`src/rtl/mm4_pkg.sv`:
```
// shared types and defaults for the 4x4 fixed-point matrix multiplier
package mm4_pkg;

    localparam int DIM_DEF       = 4;
    localparam int FRAC_BITS_DEF = 16;
    localparam int WORD_BITS_DEF = 32;

    // index width that covers the largest supported dimension
    localparam int IDX_BITS = 3;

    typedef enum logic [1:0] {
        KIND_LOAD_LEFT  = 2'd0,
        KIND_LOAD_RIGHT = 2'd1,
        KIND_MUL        = 2'd2,
        KIND_MUL_KEEP   = 2'd3
    } kind_t;

    // travels down the cell chain alongside each product entry
    typedef struct packed {
        logic                valid;
        logic                keep;
        logic                last;
        logic [IDX_BITS-1:0] row;
        logic [IDX_BITS-1:0] col;
    } tag_t;

endpackage

```
`src/rtl/mm4_cell.sv`:
```
// one multiply-add cell: holds a left column and a right row, adds its product to the chain sum
module mm4_cell #(
    parameter int DIM       = mm4_pkg::DIM_DEF,
    parameter int WORD_BITS = mm4_pkg::WORD_BITS_DEF
) (
    input  logic                                          clk,
    input  logic                                          rst_n,
    input  logic                                          adv,
    input  mm4_pkg::tag_t                                 tag_in,
    output mm4_pkg::tag_t                                 tag_out,
    output mm4_pkg::tag_t                                 res_tag,
    input  logic signed [2*WORD_BITS+$clog2(DIM)-1:0]     sum_in,
    output logic signed [2*WORD_BITS+$clog2(DIM)-1:0]     sum_out,
    input  logic                                          lw_en,
    input  logic        [$clog2(DIM)-1:0]                 lw_addr,
    input  logic signed [WORD_BITS-1:0]                   lw_data,
    input  logic                                          rw_en,
    input  logic        [$clog2(DIM)-1:0]                 rw_addr,
    input  logic signed [WORD_BITS-1:0]                   rw_data
);
    import mm4_pkg::*;

    localparam int IW  = $clog2(DIM);
    localparam int AW  = 2 * WORD_BITS + IW;
    localparam int H   = WORD_BITS / 2;
    localparam int HB  = WORD_BITS - H;
    localparam int PLW = WORD_BITS + H + 1;
    localparam int PHW = WORD_BITS + HB;

    // left store column and right store row owned by this cell
    logic signed [WORD_BITS-1:0] lcol_reg [DIM];
    logic signed [WORD_BITS-1:0] rrow_reg [DIM];

    tag_t t0_reg, t1_reg, t2_reg;

    logic signed [WORD_BITS+H:0]    plo_reg, plo_next;
    logic signed [WORD_BITS+HB-1:0] phi_reg, phi_next;
    logic signed [AW-1:0]           sum_reg, sum_next;

    logic signed [WORD_BITS-1:0] a_op, b_op;
    logic signed [H:0]           b_lo;
    logic signed [HB-1:0]        b_hi;

    always_ff @(posedge clk or negedge rst_n)
    begin
        if (!rst_n)
        begin
            for (int n = 0; n < DIM; n++)
            begin
                lcol_reg[n] <= '0;
                rrow_reg[n] <= '0;
            end
        end
        else
        begin
            if (lw_en)
            begin
                lcol_reg[lw_addr] <= lw_data;
            end
            if (rw_en)
            begin
                rrow_reg[rw_addr] <= rw_data;
            end
        end
    end

    // the multiply is split on the right operand into a low and a high half
    always_comb
    begin
        a_op     = lcol_reg[t0_reg.row[IW-1:0]];
        b_op     = rrow_reg[t0_reg.col[IW-1:0]];
        b_lo     = $signed({1'b0, b_op[H-1:0]});
        b_hi     = $signed(b_op[WORD_BITS-1:H]);
        plo_next = PLW'(a_op) * PLW'(b_lo);
        phi_next = PHW'(a_op) * PHW'(b_hi);
        sum_next = sum_in + (AW'(phi_reg) <<< H) + AW'(plo_reg);
    end

    always_ff @(posedge clk or negedge rst_n)
    begin
        if (!rst_n)
        begin
            t0_reg <= '0;
            t1_reg <= '0;
            t2_reg <= '0;
        end
        else if (adv)
        begin
            t0_reg <= tag_in;
            t1_reg <= t0_reg;
            t2_reg <= t1_reg;
        end
    end

    always_ff @(posedge clk)
    begin
        if (adv)
        begin
            plo_reg <= plo_next;
            phi_reg <= phi_next;
            sum_reg <= sum_next;
        end
    end

    assign tag_out = t0_reg;
    assign res_tag = t2_reg;
    assign sum_out = sum_reg;

endmodule

```
`config.mk`:
```
export PLATFORM = sky130hd
export DESIGN_NAME = mm4_cell
export DESIGN_NICKNAME = d
export VERILOG_FILES = /design/src/rtl/mm4_pkg.sv /design/src/rtl/mm4_cell.sv
export SDC_FILE = /design/constraint.sdc
export NUM_CORES = 2
export LEC_CHECK = 0
export ABC_AREA = 1
export BUFFER_PORTS_ARGS = -buffer_cell sky130_fd_sc_hd__buf_4
export CAP_MARGIN = 5
export CORE_ASPECT_RATIO = 1.2
export CORE_MARGIN = 4
export CORE_UTILIZATION = 55
export CTS_CLUSTER_DIAMETER = 30
export DETAILED_ROUTE_END_ITERATION = 16
export GPL_TIMING_DRIVEN = 0
export PLACE_DENSITY_LB_ADDON = 0.1
export SLEW_MARGIN = 5
export SYNTH_ARGS = -nofsm -noshare
export SYNTH_HDL_FRONTEND = slang
export SYNTH_SLANG_ARGS = --single-unit
export TNS_END_PERCENT = 1
```
`constraint.sdc`:
```
create_clock -name clk -period 12.61 [get_ports clk]
set_clock_uncertainty 0.05 [all_clocks]
set_input_delay 1.261 -clock clk [delete_from_list [all_inputs] [get_ports clk]]
set_output_delay 1.261 -clock clk [all_outputs]
set_load 0.01 [all_outputs]
```
==> flow_metrics.py <==
metrics = {
    "critical_path": {
        "ff2ff_setup_slack_ns": 3.95,
        "required_ns": 12.99,
        "critPathArrivalTime_ns": 9.05,
        "ff2ff_path_depth": 23,
        "cp_cell_sequence": "inv_2 > clkbuf_1 > nand2_1 > a32oi_1 > clkbuf_1 > nand2_1 > fa_1 > inv_1 > fa_1 > fa_1 > fa_1 > fa_1 > inv_1 > fa_1 > inv_1 > ha_1 > nand2_1 > nor2_1 > nand2_1 > nor3_1 > nand4_1 > nand4_1 > nand2_1",
        "crit_fanout": 10,
        "cp_slowest_stage_delay_ns": 1.16,
        "cpMaxStageDelayCell": "a32oi_1",
        "worstReg2RegStart": "tag_out[3]$_DFFE_PN0P_",
        "critPathKind": "flop to flop",
        "worst_path_most_repeated_cell": "fa_1",
        "crit_start": "tag_out[3]$_DFFE_PN0P_",
        "timing.rr.end": "phi_reg[37]$_DFFE_PP_",
        "cp-end-kind": "flop",
        "start_kind": "flop",
    },
    "floorplan": {
        "rows": 135,
        "dieArea_sq_um": 119000,
        "coreArea_sq_um": 113000,
        "start_util_pct": 55.4,
        "die_y_um": 377,
        "dieWidth_um": 316,
        "io-pin-count": 232,
    },
    "drt": {
        "first_iter_violations": 4399,
        "firstDrtPassIters": 6,
        "routed_wl_um": 226000,
        "drc": 0,
        "via_per_inst": 5.44,
        "wl_per_cell_um": 23.0,
        "routed-via-count": 53500,
        "postRouteAntennaNets": 0,
    },
    "cells_and_area": {
        "final-instance-count-excl-fill": 9823,
        "register_area_sq_um": 12000,
        "area_delta_synth_final_pct": 11.1,
        "nFillCells": 10600,
        "multi_input_comb_area_sq_um": 42000,
        "layout.nets": 9724,
        "final_common_cell": "nand2_1",
        "drive_gt1_share_pct": 8.02,
        "most-common-layout-cells": "nand2_1, inv_1, fa_1",
    },
    "timing": {
        "setup-violations-final": 0,
        "drv_slew": 0,
        "min_period_over_period_pct": 68.7,
        "clock.fmax_mhz": 115,
        "grt_setup_unrepaired": "false",
        "fin_crit_ns": 8.66,
        "hold_viol_final": 0,
        "setup_tns_ns": 0,
        "slew_headroom_pct": 1.99,
        "worstMarginPinSlew_ns": 1.47,
    },
    "global_routing": {
        "grt_pass1_wl_um": 337000,
        "grt_util_all_layers_pct": 38.7,
        "grt-ovfl-total": 0,
        "first_global_vias": 55700,
        "grt_max_degree": 111,
        "grt_antenna_before_repair": 4,
    },
    "clocking": {
        "h-tree-depth": 3,
        "cts_tree": "done",
        "cts_buffers": 88,
        "cts_max_path_buffers": 3,
        "clock-sinks": 446,
        "cts_root_buf": "clkbuf_16",
        "cts_setup_buffers": 0,
        "clkLatencyLatePin_ns": 0.70,
        "cts_hold_buf": 0,
        "cts-resized-gates": 0,
        "clk_transition_reported_paths_ns": 0.05,
    },
    "hold_path": {
        "min_path_type": "flop to flop",
        "min_from": "lcol_reg[25]$_DFFE_PN0P_",
        "worst_hold_path.num_cells": 2,
        "min_to": "lcol_reg[25]$_DFFE_PN0P_",
    },
    "logic_synthesis": {
        "ys.warnings.count": 0,
        "syn-num-nets": 9397,
        "yosys.cell_types.count": 41,
        "synth_top_area_cell": "fa_1",
        "ys_seq_area_share_pct": 19.2,
        "synthTopCellsByArea": "fa_1, nand2_1, dfrtp_1, inv_1, edfxtp_1",
        "syn_area_sq_um": 62500,
        "ys_ff_latch": 446,
        "synth_top_cell_area_share_pct": 32.8,
        "syn_area_per_cell_sq_um": 7.90,
        "syn_inst": 7913,
    },
    "place": {
        "dp.cells": 9656,
        "gp_congestion": 1.05,
        "hpwl_um": 190000,
        "portBuffers": 231,
    },
    "run": {
        "drv_cap": 0,
    },
    "run_status": {
        "status": "finished, final reports clean",
    },
}
-- worst max-delay path by stage --
stage                                  endpoint  slack, ns  cells after the start
after floorplan           plo_reg[45]$_DFFE_PP_       6.44                     24
after global placement    phi_reg[37]$_DFFE_PP_       4.24                     24
after detailed placement  phi_reg[37]$_DFFE_PP_       4.19                     24
after CTS                 plo_reg[29]$_DFFE_PP_       4.17                     23
after global routing      phi_reg[37]$_DFFE_PP_       3.71                     25
final                     phi_reg[37]$_DFFE_PP_       3.95                     23
-- cell usage after synthesis (all sizes together) --
cell,instances
inv,1877
a21oi,217
clkbuf,67
fa,1025
nor4,4
nand4,46
o21a,1
edfxtp,163
nand2,2289
nand3,175
o21ai,317
o21bai,25
or2,1
and2,3
nor3,25
a21o,4
o211ai,2
xor2,80
and3,8
nor2,706
nand3b,4
o22ai,2
a32oi,62
ha,311
dfrtp,283
mux2,9
xnor2,12
buf,187
a21boi,8
-- per-layer routing --
| metal | global-route usage [%] | part of all wire (%) |
|---|---|---|
| met3 | 7.59 | 7.7 |
| met2 | 64.8 | 47 |
| met5 | 0 | 0.024 |
| met4 | 29.7 | 9.6 |
| met1 | 43.5 | 35 |
-- logic make-up (layout without fill, tap and decap cells) --
group | count (synthesis) | count (layout) | synth area share [%]
other | 0 | 4 | 0
xor gates and xnor gates | 92 | 92 | 1.29
AOI/OAI and AO/OA | 638 | 638 | 6.43
and+or+nand+nor | 3261 | 3261 | 20.3
buffers and inverters | 2131 | 2530 | 13.6
muxes | 9 | 9 | 0.162
DFF | 446 | 446 | 19.2
adders and majority gates | 1336 | 1336 | 39.1
-- critical path: cells and delay by family, from the launching register on --
| family | cells | cell delay, ns |
|---|---|---|
| simple gates | 9 | 1.61 |
| buf+inv | 6 | 1.49 |
| flops | 1 | 0.48 |
| fa+ha+maj | 7 | 3.60 |
| compound gates | 1 | 1.16 |
-- layout make-up --
type                    count  share of cell area [%]
clock buffers             105                    3.44
inverters                1877                    10.2
well taps                1507                    2.72
plain buffers             254                    2.12
repair buffers            237                    2.67
flip-flops and latches    446                    17.2
multi-input cells        5336                    60.5
clock inverters            57                    1.14
diodes                      4                  0.0144
-- per-stage QoR --
stage / setup slack, ns / util (%) / hold slack (ns) / instance area [sq um]
floorplan: 6.44 / - / 0.398 / 62500
global placement: 4.24 / 58.6 / 0.414 / 66100
detailed placement: 4.19 / 58.7 / 0.421 / 66200
CTS: 4.17 / 61.5 / 0.436 / 69400
global route: 3.71 / 61.5 / 0.447 / 69400
finish: 3.95 / 61.5 / 0.432 / 69400
Power is not shown: default switching activity piles up to over one toggle a cycle in this logic, so the estimate is an artifact.
